[config.mk]
export PLATFORM = sky130hd
export DESIGN_NAME = marker_frame_deframer
export DESIGN_NICKNAME = d
export VERILOG_FILES = /design/src/sv/mfd_pkg.sv /design/src/sv/marker_frame_deframer.sv /design/src/sv/mfd_front.sv /design/src/sv/mfd_queue.sv /design/src/sv/mfd_back.sv
export SDC_FILE = /design/constraint.sdc
export NUM_CORES = 1
export LEC_CHECK = 0
export ABC_AREA = 1
export CORE_ASPECT_RATIO = 0.9
export CORE_UTILIZATION = 60
export CTS_BUF_LIST = sky130_fd_sc_hd__clkbuf_4 sky130_fd_sc_hd__clkbuf_8 sky130_fd_sc_hd__clkbuf_16
export CTS_CLUSTER_SIZE = 40
export DETAILED_ROUTE_END_ITERATION = 10
export DONT_BUFFER_PORTS = 1
export PLACE_DENSITY = 0.76
export SLEW_MARGIN = 15
export SYNTH_ARGS = -nofsm -noshare
export SYNTH_HDL_FRONTEND = slang
export SYNTH_SLANG_ARGS = --single-unit
export TNS_END_PERCENT = 100
[constraint.sdc]
create_clock -name clk -period 5.4 [get_ports clk]
set_input_delay 0.54 -clock clk [delete_from_list [all_inputs] [get_ports clk]]
set_output_delay 0.54 -clock clk [all_outputs]
set_load 0.02 [all_outputs]
[src/sv/mfd_pkg.sv]
package mfd_pkg;

  localparam logic [7:0] MARK_START0 = 8'h40;  // '@'
  localparam logic [7:0] MARK_START1 = 8'h23;  // '#'
  localparam logic [7:0] MARK_END0   = 8'h24;  // '$'
  localparam logic [7:0] MARK_END1   = 8'h25;  // '%'

  localparam logic [1:0] KIND_TOPIC   = 2'd0;
  localparam logic [1:0] KIND_MESSAGE = 2'd1;
  localparam logic [1:0] KIND_END     = 2'd2;

  localparam logic [7:0] TOPIC_RESET = 8'd32;
  localparam int         QDEPTH      = 4;

  // work handed from the parser to the output side
  typedef enum logic [1:0] {
    OP_RESTART,  // clear body position, no result
    OP_BODY1,    // one body byte
    OP_BODY2,    // held '$' and then the byte
    OP_END       // frame end item
  } op_kind_t;

  typedef struct packed {
    op_kind_t   op;
    logic [7:0] data;
  } req_t;

  typedef struct packed {
    logic [7:0] data;
    logic [1:0] kind;
    logic       last;
  } result_t;

endpackage

[src/sv/marker_frame_deframer.sv]
// An accepted byte is written to the request queue, its results to the result buffer.
// Throughput: one byte per cycle while the queue is not full; a byte that releases a
//   held '$' and itself makes two results, which the output side writes one at a time.
// The request queue (QUEUE_DEPTH entries) and a two-entry result buffer absorb stalls.
// Reset: synchronous, active low; parser hunts, topic length 32, queues empty.
module marker_frame_deframer #(
  parameter int QUEUE_DEPTH = mfd_pkg::QDEPTH
) (
  input  logic       clk,
  input  logic       rst_n,
  input  logic       push,
  output logic       full,
  input  logic [7:0] in_byte,
  input  logic       in_restart,
  output logic       empty,
  input  logic       pop,
  output logic [7:0] out_byte,
  output logic [1:0] out_kind,
  output logic       out_last,
  input  logic       cfg_we,
  input  logic [7:0] cfg_data
);
  import mfd_pkg::*;

  logic accept;
  logic q_wr, q_rd, q_empty;
  req_t q_wdata, q_rdata;

  assign accept = push && !full;

  mfd_front u_front (
    .clk        (clk),
    .rst_n      (rst_n),
    .accept     (accept),
    .in_byte    (in_byte),
    .in_restart (in_restart),
    .q_wr       (q_wr),
    .q_req      (q_wdata)
  );

  mfd_queue #(.DEPTH(QUEUE_DEPTH)) u_queue (
    .clk   (clk),
    .rst_n (rst_n),
    .wr    (q_wr),
    .wdata (q_wdata),
    .rd    (q_rd),
    .rdata (q_rdata),
    .empty (q_empty),
    .full  (full)
  );

  mfd_back u_back (
    .clk      (clk),
    .rst_n    (rst_n),
    .cfg_we   (cfg_we),
    .cfg_data (cfg_data),
    .q_vld    (!q_empty),
    .q_req    (q_rdata),
    .q_rd     (q_rd),
    .pop      (pop),
    .empty    (empty),
    .out_byte (out_byte),
    .out_kind (out_kind),
    .out_last (out_last)
  );

endmodule

[src/sv/mfd_front.sv]
module mfd_front (
  input  logic          clk,
  input  logic          rst_n,
  input  logic          accept,
  input  logic [7:0]    in_byte,
  input  logic          in_restart,
  output logic          q_wr,
  output mfd_pkg::req_t q_req
);
  import mfd_pkg::*;

  localparam logic [1:0] PH_HUNT      = 2'd0;
  localparam logic [1:0] PH_HUNT_AT   = 2'd1;
  localparam logic [1:0] PH_BODY      = 2'd2;
  localparam logic [1:0] PH_BODY_HELD = 2'd3;

  logic [1:0] phase_r, phase_nxt;

  always_comb begin
    phase_nxt  = phase_r;
    q_wr       = 1'b0;
    q_req.op   = OP_BODY1;
    q_req.data = in_byte;
    if (accept) begin
      if (in_restart) begin
        phase_nxt = PH_HUNT;
        q_wr      = 1'b1;
        q_req.op  = OP_RESTART;
      end else begin
        unique case (phase_r)
          PH_HUNT: begin
            if (in_byte == MARK_START0) phase_nxt = PH_HUNT_AT;
          end
          PH_HUNT_AT: begin
            // body position is already zero whenever hunting
            if (in_byte == MARK_START1) phase_nxt = PH_BODY;
            else if (in_byte != MARK_START0) phase_nxt = PH_HUNT;
          end
          PH_BODY: begin
            if (in_byte == MARK_END0) begin
              phase_nxt = PH_BODY_HELD;
            end else begin
              q_wr = 1'b1;
            end
          end
          PH_BODY_HELD: begin
            q_wr = 1'b1;
            if (in_byte == MARK_END1) begin
              q_req.op  = OP_END;
              phase_nxt = PH_HUNT;
            end else if (in_byte == MARK_END0) begin
              q_req.op = OP_BODY1;  // old '$' out, new one stays held
            end else begin
              q_req.op  = OP_BODY2;
              phase_nxt = PH_BODY;
            end
          end
        endcase
      end
    end
  end

  always_ff @(posedge clk) begin
    if (!rst_n) begin
      phase_r <= PH_HUNT;
    end else begin
      phase_r <= phase_nxt;
    end
  end

endmodule

[src/sv/mfd_queue.sv]
module mfd_queue #(
  parameter int DEPTH = mfd_pkg::QDEPTH
) (
  input  logic          clk,
  input  logic          rst_n,
  input  logic          wr,
  input  mfd_pkg::req_t wdata,
  input  logic          rd,
  output mfd_pkg::req_t rdata,
  output logic          empty,
  output logic          full
);
  import mfd_pkg::*;

  localparam int PTR_W = (DEPTH > 1) ? $clog2(DEPTH) : 1;
  localparam int CNT_W = $clog2(DEPTH + 1);

  req_t             mem_r [DEPTH];
  logic [PTR_W-1:0] wp_r, wp_nxt, rp_r, rp_nxt;
  logic [CNT_W-1:0] cnt_r, cnt_nxt;

  assign empty = (cnt_r == '0);
  assign full  = (cnt_r == CNT_W'(DEPTH));
  assign rdata = mem_r[rp_r];

  always_comb begin
    wp_nxt  = wp_r;
    rp_nxt  = rp_r;
    cnt_nxt = cnt_r;
    if (wr) wp_nxt = (wp_r == PTR_W'(DEPTH - 1)) ? '0 : wp_r + 1'b1;
    if (rd) rp_nxt = (rp_r == PTR_W'(DEPTH - 1)) ? '0 : rp_r + 1'b1;
    if (wr && !rd) cnt_nxt = cnt_r + 1'b1;
    else if (rd && !wr) cnt_nxt = cnt_r - 1'b1;
  end

  always_ff @(posedge clk) begin
    if (wr) mem_r[wp_r] <= wdata;
  end

  always_ff @(posedge clk) begin
    if (!rst_n) begin
      wp_r  <= '0;
      rp_r  <= '0;
      cnt_r <= '0;
    end else begin
      wp_r  <= wp_nxt;
      rp_r  <= rp_nxt;
      cnt_r <= cnt_nxt;
    end
  end

endmodule

[src/sv/mfd_back.sv]
module mfd_back (
  input  logic          clk,
  input  logic          rst_n,
  input  logic          cfg_we,
  input  logic [7:0]    cfg_data,
  input  logic          q_vld,
  input  mfd_pkg::req_t q_req,
  output logic          q_rd,
  input  logic          pop,
  output logic          empty,
  output logic [7:0]    out_byte,
  output logic [1:0]    out_kind,
  output logic          out_last
);
  import mfd_pkg::*;

  logic [7:0] topic_r;
  logic [7:0] pos_r, pos_nxt, pos_inc;
  logic       half_r, half_nxt;
  logic [1:0] body_kind;

  // two-entry result buffer
  result_t    obuf_r [2];
  logic       orp_r, owp_r;
  logic [1:0] ocnt_r, ocnt_nxt;
  logic       pop_out, space, emit;
  result_t    res;

  assign empty    = (ocnt_r == 2'd0);
  assign out_byte = obuf_r[orp_r].data;
  assign out_kind = obuf_r[orp_r].kind;
  assign out_last = obuf_r[orp_r].last;

  assign pop_out   = pop && !empty;
  assign space     = (ocnt_r != 2'd2) || pop_out;
  assign body_kind = (pos_r < topic_r) ? KIND_TOPIC : KIND_MESSAGE;
  assign pos_inc   = (pos_r == 8'hFF) ? pos_r : pos_r + 8'd1;

  always_comb begin
    emit     = 1'b0;
    q_rd     = 1'b0;
    pos_nxt  = pos_r;
    half_nxt = half_r;
    res      = '{data: q_req.data, kind: body_kind, last: 1'b1};
    if (q_vld) begin
      unique case (q_req.op)
        OP_RESTART: begin
          q_rd     = 1'b1;
          pos_nxt  = '0;
          half_nxt = 1'b0;
        end
        OP_END: begin
          if (space) begin
            emit    = 1'b1;
            q_rd    = 1'b1;
            pos_nxt = '0;
            res     = '{data: 8'd0, kind: KIND_END, last: 1'b1};
          end
        end
        OP_BODY1: begin
          if (space) begin
            emit    = 1'b1;
            q_rd    = 1'b1;
            pos_nxt = pos_inc;
          end
        end
        OP_BODY2: begin
          if (space) begin
            emit    = 1'b1;
            pos_nxt = pos_inc;
            if (!half_r) begin
              res      = '{data: MARK_END0, kind: body_kind, last: 1'b0};
              half_nxt = 1'b1;
            end else begin
              q_rd     = 1'b1;
              half_nxt = 1'b0;
            end
          end
        end
      endcase
    end
  end

  always_comb begin
    ocnt_nxt = ocnt_r;
    if (emit && !pop_out) ocnt_nxt = ocnt_r + 2'd1;
    else if (pop_out && !emit) ocnt_nxt = ocnt_r - 2'd1;
  end

  always_ff @(posedge clk) begin
    if (emit) obuf_r[owp_r] <= res;
  end

  always_ff @(posedge clk) begin
    if (!rst_n) begin
      topic_r <= TOPIC_RESET;
      pos_r   <= '0;
      half_r  <= 1'b0;
      orp_r   <= 1'b0;
      owp_r   <= 1'b0;
      ocnt_r  <= '0;
    end else begin
      if (cfg_we) topic_r <= cfg_data;
      pos_r  <= pos_nxt;
      half_r <= half_nxt;
      if (pop_out) orp_r <= ~orp_r;
      if (emit) owp_r <= ~owp_r;
      ocnt_r <= ocnt_nxt;
    end
  end

endmodule

# Word-level counts from Yosys, hierarchy flattened

Memories as Yosys holds them, arrays and structs flattened. A register that Yosys moved wholly into a read port is not among the register bits.
Cells that the tools add are included.

Register bits: 30
Memory bits (writable): 62
Bits of input ports: 22
Output and inout port bits: 13
Memories kept: 2

Add/subtract/negate cells: 7
Magnitude comparators: 1
Equal/unequal tests: 24
Muxes and demuxes: 51
Bitwise operators: 3
Reduce and logical (&&, ||, !) cells: 26

Memory list:

| name          | words | bits a word | read ports | clocked after memory_dff | write ports | RTL line        | RTL |
|---|---|---|---|---|---|---|---|
| u_queue.mem_r | 4     | 10          | 1          | 1                        | 1           | mfd_queue.sv:18 | `req_t mem_r [DEPTH];` |
| u_back.obuf_r | 2     | 11          | 1          | 1                        | 1           | mfd_back.sv:23  | `result_t obuf_r [2];` |

Operators with widths:

| kind                  | count |
|---|---|
| $mux W11              | 4 |
| $mux W2               | 18 |
| $eq A8 B6 Y1 const B  | 3 |
| $mux W8               | 3 |
| $pmux W8 S3           | 1 |
| $pmux W11 S2          | 1 |
| $mux W1               | 18 |
| $eq A2 B2 Y1 const B  | 6 |
| $add A8 B1 Y8 const B | 1 |
| $eq A8 B7 Y1 const B  | 1 |
| $eq A8 B8 Y1 const B  | 1 |
| $lt A8 B8 Y1          | 1 |
| $ne A8 B7 Y1 const B  | 1 |
| $pmux W2 S4           | 1 |
| $add A2 B1 Y2 const B | 3 |
| $logic_and A1 B1 Y1   | 6 |
| $logic_not A1 Y1      | 6 |
| $logic_not A2 Y1      | 3 |
| $mux W3               | 2 |
| $ne A2 B1 Y1 const B  | 3 |
| $ne A3 B2 Y1 const B  | 2 |
| $reduce_bool A2 Y1    | 3 |
| $reduce_and A5 Y1     | 1 |
| $eq A2 B1 Y1 const B  | 2 |
| 16 further kinds      | 21 |

# Longest topological paths before layout

Gate-level depths: netlist (run 1).

Depth in word-level cells: 11
Depth in mapped cells: 18
Depth with buffers taken out: 17

# Modules after synthesis

From an unflattened synthesis (run 1), not the netlist that was laid out.

Cells, all modules: 481
Area, all modules: 4620.7 µm²

By module, submodules not included:

| module                | instances | cells each | area an instance (µm²) |
|---|---|---|---|
| mfd_back              | 1         | 250        | 2244.7 |
| mfd_queue             | 1         | 156        | 1958.1 |
| mfd_front             | 1         | 72         | 404.1 |
| marker_frame_deframer | 1         | 3          | 13.8 |

# Worst setup path before layout (run 1)

No wires, ideal clock.

Path kind: register -> register
From: register with a tool-made name
To: register u_queue.cnt_r[2]
Setup time: 122 ps
Arrival time: 2393 ps
Slack: 2884 ps
Stages on the path, launching flop included: 19
Buffers on the path: 2
Period minus slack after synthesis: 2516 ps
Path through: dfxtp_1 buf_2 inv_2 buf_4 a21oi_1 a32oi_1 ha_1 nand2_1 nand2_2 nand2_2 nand2_4 clkinv_4 ha_1 inv_1 fa_1 a21oi_1 o21ai_0 o21ai_0 a21oi_1

RTL lines:

| element              | RTL line        | RTL |
|---|---|---|
| to (signal assigned) | mfd_queue.sv:48 | `cnt_r <= cnt_nxt;` |
| to (decl)            | mfd_queue.sv:20 | `logic [CNT_W-1:0] cnt_r, cnt_nxt;` |

==> impl_metrics.yaml, run 1 <==
die:
  core_sq_um: 7150
  start_util_pct: 62.9
  top_level_ports: 35
  dieArea_sq_um: 7850
  die_w_um: 93.3
  rows: 29
  die_y_um: 84.2
timing:
  tightest_slew_ps: 936
  timing.final.ws_setup_ps: 2330
  clock.fmax_ghz: 0.326
  setup_viol: 0
  rsz0062_at_grt: "no"
  hold_violations: 0
  final.setup.tns_ps: 0
  fin_crit_ps: 3070
  skew_ps: 11.2
  period_share_pct: 56.8
  maxSlewViolCount: 0
  hold_slack_ps: 255
  slew_headroom_pct: 37.4
worst_setup_path:
  cp-end-kind: "register"
  cp.arrival_ps: 3340
  cp-start-kind: "register"
  rrSetupSlack_ps: 2330
  worstPathRequired_ps: 5670
  max_stage_delay_ps: 720
  r2r-end: "u_queue.cnt_r[2]"
  worst-path-max-fanout: 21
  crit_chain: "inv_2 > nand2_1 > a32oi_1 > ha_1 > nand2_1 > nand2_2 > nand2_2 > nand2_4 > clkinv_4 > ha_1 > inv_1 > fa_1 > a21oi_1 > o21ai_0 > o21ai_0 > a21oi_1"
  critical_path_class: "reg2reg"
  critPathSlowestCell: "dfxtp_1"
  reg2reg_depth: 16
finish:
  fillers: 561
  stdcell_area_sq_um: 4730
  final_nets: 508
  final_cells: 564
  drive_gt1_share_pct: 12.3
  antenna-diode-count: 0
  areaGrowthSynthToFinish_pct: 5.17
synth:
  async_flop_share_pct: 0
  synthMostInstantiatedCell: "nand2_1"
  syn_area_per_cell_sq_um: 9.66
  synth.ff_latch_count: 95
  yosysSeqAreaShare_pct: 56.1
  synth_edf_count: 62
  synthTopCellsByCount: "nand2_1 (73), nor2_1 (69), edfxtp_1 (62)"
  synth_nets: 508
  yosysTopAreaCellShare_pct: 41.4
  synth_top_area_cell: "edfxtp_1"
  synthFlopType: "edfxtp_1"
  synth_area_sq_um: 4500
  synth_area_leaders: "edfxtp_1 (41%), dfxtp_1 (15%), nand2_1 (6.1%)"
  synth.distinct_cells: 39
  synth-warning-count: 0
  netlist_instances: 466
routing:
  routed_wl_mm: 7.78
  drc: 0
  dr.pass1.iters: 4
  post_drt_via_cell_ratio: 5.44
  antenna_left: 0
  wire_per_inst_um: 13.8
  drt_iter0_drc: 212
  vias: 3066
place:
  placed_cells: 548
  placed_cell_area_sq_um: 4550
  place_congestion: 0.890
  pre_cts_ws_ps: 2360
  dpl.hpwl_mm: 5.76
  port_buffers: 0
clocking:
  clk_latency_ps: 380
  cts_tree: "done"
  clock-sinks: 95
  clockBufferDepth: 2
  clk_pin_slew_worst_paths_ps: 90
  root_buffer: "clkbuf_8"
  cts_setup_buffers: 0
  htree_levels: 3
  numCtsBuffers: 9
  holdBufCountCts: 0
  cts_resized: 0
outcome:
  status: "complete, no violations"
grt:
  grt_pass1_wl_mm: 13.0
  antenna_found_initial: 0
  gr-total-overflow: 0
  grt_pass1_vias: 2813
  track_usage_pct: 21.9
  grt_max_degree: 22
hold_path:
  hold_path.class: "in2reg"
  min-delay-start: "in_byte[7]"
  hold_end: "u_queue.mem_r[1][7]"
  hold_depth: 0
pwr:
  static-leakage-power_nw: 1.88
  power_density_nw_per_um2: 480
  max-vdd-ir-drop_v: 0.000207
run:
  drv_cap: 0
worst max path at each step:
stage	endpoint	depth (start not counted)
2_1_floorplan	u_queue.cnt_r[2]	18
3_3_place_gp	u_queue.cnt_r[2]	16
3_5_place_dp	u_queue.cnt_r[2]	16
4_1_cts	u_queue.cnt_r[2]	16
5_1_grt	u_queue.cnt_r[2]	16
6_report	u_queue.cnt_r[2]	16
stage by stage:
stage	utilization (%)	total power (W)
floorplan	-	0.00171
global placement	63.7	0.00182
detailed placement	63.7	0.00186
CTS	66.2	0.00229
global route	66.2	0.00242
finish	66.2	0.00227
final cells by class:
| type | count | area, sq um | share of cell area [%] |
|---|---|---|---|
| clock buffer | 9 | 124 | 2.62 |
| clock inverter | 7 | 56.3 | 1.19 |
| inverter | 62 | 244 | 5.16 |
| multi-input combinational | 298 | 1670 | 35.3 |
| sequential | 95 | 2520 | 53.3 |
| tap | 93 | 116 | 2.46 |
where the power goes:
part           switching (W)  total [W]  internal (W)
Combinational       0.000536   0.000794      0.000257
Sequential         0.0000830    0.00105      0.000965
Clock               0.000257   0.000430      0.000173
state kept, by name, summed over array words and instances, names as in the netlist, 2 cells and up, named ones only:
| register | cells |
|---|---|
| u_back.topic_r | 8 |
| u_queue.rp_r | 2 |
| u_back.obuf_r | 22 |
| u_queue.mem_r | 40 |
| u_queue.wp_r | 2 |
| u_back.ocnt_r | 2 |
| u_queue.cnt_r | 3 |
| u_back.pos_r | 8 |
| u_front.phase_r | 2 |
logic make-up (layout without fill, tap and decap cells):
logic type	Yosys count	after routing	share of synthesized area [%]
buf+inv	73	78	6.84
compound gates	81	81	9.59
simple gates	181	181	18.0
xor+xnor	5	5	0.973
mux	11	11	2.75
fa+ha+maj	20	20	5.73
flops	95	95	56.1
cells in the final DEF (no fill, tap or decap), types with 11 or more instances in the layout:
master | netlist | final
dfxtp_1 | 33 | 33
o21ai_0 | 31 | 31
nor2_1 | 69 | 69
nand3_1 | 11 | 11
mux2_2 | 11 | 11
ha_1 | 19 | 19
inv_1 | 51 | 51
nand2_1 | 73 | 73
edfxtp_1 | 62 | 62
a21oi_1 | 39 | 39
worst max-delay path, delay by kind of cell, from the launching register on:
| family | cells | cell delay (ps) |
|---|---|---|
| fa+ha+maj | 3 | 770 |
| buf+inv | 3 | 410 |
| simple gates | 5 | 450 |
| compound gates | 5 | 610 |
| flops | 1 | 720 |
layer usage:
metal | part of all wire, % | global-route usage, % | up-vias
li1 | - | - | 1542
met1 | 48 | 30.2 | 1446
met2 | 45 | 32.7 | 65
met3 | 4.7 | 5.71 | 13
met4 | 2.0 | 10.2 | 0
met5 | 0 | 0 | -
Note: power is estimated with default switching activity, not from simulation.
==> inputs of run 2 (changes only) <==
--- a/config.mk
+++ b/config.mk
@@ -5,14 +5,14 @@
 export SDC_FILE = /design/constraint.sdc
 export NUM_CORES = 1
 export LEC_CHECK = 0
-export ABC_AREA = 1
+export ABC_AREA = 0
 export CORE_ASPECT_RATIO = 0.9
-export CORE_UTILIZATION = 60
+export CORE_UTILIZATION = 57
 export CTS_BUF_LIST = sky130_fd_sc_hd__clkbuf_4 sky130_fd_sc_hd__clkbuf_8 sky130_fd_sc_hd__clkbuf_16
 export CTS_CLUSTER_SIZE = 40
 export DETAILED_ROUTE_END_ITERATION = 10
 export DONT_BUFFER_PORTS = 1
-export PLACE_DENSITY = 0.76
+export PLACE_DENSITY = 0.75
 export SLEW_MARGIN = 15
 export SYNTH_ARGS = -nofsm -noshare
 export SYNTH_HDL_FRONTEND = slang
==> constraint.sdc (replaced) <==
create_clock -name clk -period 2.7 [get_ports clk]
set_input_delay 0.27 -clock clk [delete_from_list [all_inputs] [get_ports clk]]
set_output_delay 0.27 -clock clk [all_outputs]
set_load 0.02 [all_outputs]
==> run 2 against run 1 <==
  * Wire length decreased by 9.0%
  * Combinational power grew 62%
  * Clock power rose to 2.6 times the previous value
  * Sequential power is 88% higher
  * Global-route usage decreased by 2.1 points
  * Die area down 0.18%
  * Register-to-register slack got worse by 2300 ps
  * Clock skew rose by 1.8 ps
  * Sequential share of layout area down 0.71 points
  * Final cell count shrank 21%
  * Highest routed layer unchanged
==> impl_metrics.yaml, run 2 <==
die:
  die_y_um: 84.1
  rows: 29
  dieArea_sq_um: 7840
  start_util_pct: 59.7
  die_w_um: 93.2
  top_level_ports: 35
  core_sq_um: 7150
synth:
  yosysTopAreaCellShare_pct: 43.6
  syn_area_per_cell_sq_um: 13.2
  synth_top_area_cell: "edfxtp_1"
  synth.distinct_cells: 48
  synth_nets: 366
  async_flop_share_pct: 0
  synth-warning-count: 0
  synthTopCellsByCount: "edfxtp_1 (62), dfxtp_1 (33), nand2_1 (25)"
  netlist_instances: 324
  yosysSeqAreaShare_pct: 59.1
  synthFlopType: "edfxtp_1"
  synth_edf_count: 62
  synth_area_sq_um: 4270
  synth.ff_latch_count: 95
  synth_area_leaders: "edfxtp_1 (44%), dfxtp_1 (15%), ha_1 (5.6%)"
  synthMostInstantiatedCell: "edfxtp_1"
grt:
  grt_pass1_wl_mm: 11.8
  gr-max-usage-layer: "met2"
  use_met1_pct: 26.6
  antenna_found_initial: 0
  gr-total-overflow: 0
  grt_util_met2_pct: 30.7
  track_usage_pct: 19.9
  grt_max_degree: 30
  grt_util_met3_pct: 5.28
  grt_pass1_vias: 2534
hold_path:
  min-delay-start: "cfg_we"
  hold_path.class: "in2reg"
clocking:
  clk_latency_ps: 360
  clockBufferDepth: 2
  root_buffer: "clkbuf_8"
  cts_tree: "done"
  clock-sinks: 95
  htree_levels: 3
  numCtsBuffers: 9
  clk_pin_slew_worst_paths_ps: 90
timing:
  slew_headroom_pct: 42.3
  rsz0062_at_grt: "yes"
  maxSlewViolCount: 0
  hold_violations: 0
  timing.final.ws_setup_ps: 15.0
  tightest_slew_ps: 859
  setup_viol: 0
  skew_ps: 13.0
  clock.fmax_ghz: 0.372
  fin_crit_ps: 2680
  period_share_pct: 99.4
routing:
  antenna_left: 0
  vias: 2544
  drt_iter0_drc: 64
  dr.pass1.iters: 4
  routed_wl_mm: 7.08
  drc: 0
  post_drt_via_cell_ratio: 5.72
  wire_per_inst_um: 15.9
worst_setup_path:
  cp-end-kind: "register"
  cp-start-kind: "register"
  worst-path-max-fanout: 4
  cp.arrival_ps: 2980
  critPathSlowestCell: "mux4_2"
  max_stage_delay_ps: 560
  worstPathRequired_ps: 3000
  crit_chain: "mux4_2 > ha_4 > a21o_1 > o221ai_4 > ha_4 > inv_2 > fa_2 > xor2_1 > or3_1 > a21boi_1"
  critical_path_class: "reg2reg"
  cpMostUsedCell: "ha_4"
finish:
  areaGrowthSynthToFinish_pct: 12.6
  final_nets: 389
  regMostFlops: "u_queue.mem_r"
  largest_register_ffs: 40
  antenna-diode-count: 0
  mostFrequentLayoutCells: "edfxtp_1 (62), dfxtp_1 (32), nand2_1 (25), nor2b_1 (19), nor2_1 (17)"
  drive_gt1_share_pct: 13.9
  reg_top3: "u_queue.mem_r: 40 flops, u_back.obuf_r: 22 flops"
  final_common_cell: "edfxtp_1"
pwr:
  max-vdd-ir-drop_v: 0.000366
  static-leakage-power_nw: 1.72
  power_density_nw_per_um2: 911
  finalPower_w: 0.00438
outcome:
  status: "complete, no violations"
place:
  pre_cts_ws_ps: -130
  dpl.hpwl_mm: 4.90
  place_congestion: 0.786
  port_buffers: 0
run:
  drv_cap: 0
[run 2: changes by cell type after synthesis, sizes merged, moves of 9 or more]
cell   before  now
and2        0    9
nand3      16    7
xnor2       1   10
inv        60   14
mux2i       0    9
mux4        0   10
nor2       75   17
nor2b       0   19
a21oi      39    6
o21ai      36   14
nand2      81   25
[run 2: layer usage]
layer  wire length, um  part of all wire, %
met5                 0                    0
met4               133                  1.9
met3               270                  3.8
met2              3300                   47
met1              3380                   48
[run 2: cell type report]
| cell class | count | area (sq um) |
|---|---|---|
| sequential | 95 | 2530 |
| fill | 520 | 2340 |
| multi-input combinational | 206 | 1680 |
| timing repair buffer | 20 | 173 |
| clock buffer | 10 | 131 |
| tap | 93 | 116 |
| clock inverter | 6 | 115 |
| inverter | 15 | 57.6 |
[run 2: kinds of logic (layout without fill, tap and decap cells)]
kind of cell	Yosys count	count (layout)	share of synthesized area [%]
xor gates and xnor gates	12	12	2.46
DFF	95	95	59.1
adders and majority gates	20	20	6.04
and+or+nand+nor	108	108	13.7
muxes	30	30	11.1
AOI/OAI and AO/OA	36	36	5.19
buffers and inverters	23	51	2.43
[run 2: path summary, 6_finish.rpt]
kind              cells after the start                 to  slack (ps)
hold / removal                        1  u_back.topic_r[5]          20
setup / recovery                     10   u_queue.cnt_r[2]          20
hold reg to reg                       2  u_back.topic_r[5]         500
setup reg to reg                     10   u_queue.cnt_r[2]          20
[run 2: power breakdown]
group | switching, W | total [W] | internal (W)
registers | 0.000121 | 0.00197 | 0.00185
logic | 0.000734 | 0.00129 | 0.000557
clock network | 0.000487 | 0.00112 | 0.000632
total | 0.00134 | 0.00438 | 0.00304
[run 2: worst max-delay path, delay by kind of cell, from the launching register on]
| family | cells | cell delay, ps |
|---|---|---|
| AO/OA/AOI/OAI | 3 | 500 |
| adder cells (fa/ha/maj) | 3 | 690 |
| AND/OR/NAND/NOR | 1 | 310 |
| XOR/XNOR | 1 | 160 |
| buffers and inverters | 1 | 40 |
| multiplexers | 1 | 560 |
| flip-flops | 1 | 380 |
[run 2: what timing repair did]
item / in CTS / in global routing
endpoints found under the hold margin: 33 / 0
setup endpoints to repair: 1 / 1
resized for setup: 2 / 2
pin swaps: 3 / 1
hold buffers: 9 / 0
setup buffers: 0 / 1
[run 2: stage by stage]
| stage | utilization [%] | cells | hold slack, ps | cell area [sq um] | TNS [ps] |
|---|---|---|---|---|---|
| final | 67.2 | 445 | 22.4 | 4800 | 0 |
| after global routing | 67.2 | 445 | 8.38 | 4800 | -106 |
| after CTS | 66.9 | 444 | 14.4 | 4780 | -55.2 |
| after detailed placement | 62.0 | 419 | 369 | 4430 | -130 |
| after global placement | 62.0 | 419 | 369 | 4430 | -67.3 |
| after floorplan | - | 324 | 369 | 4290 | -97.6 |
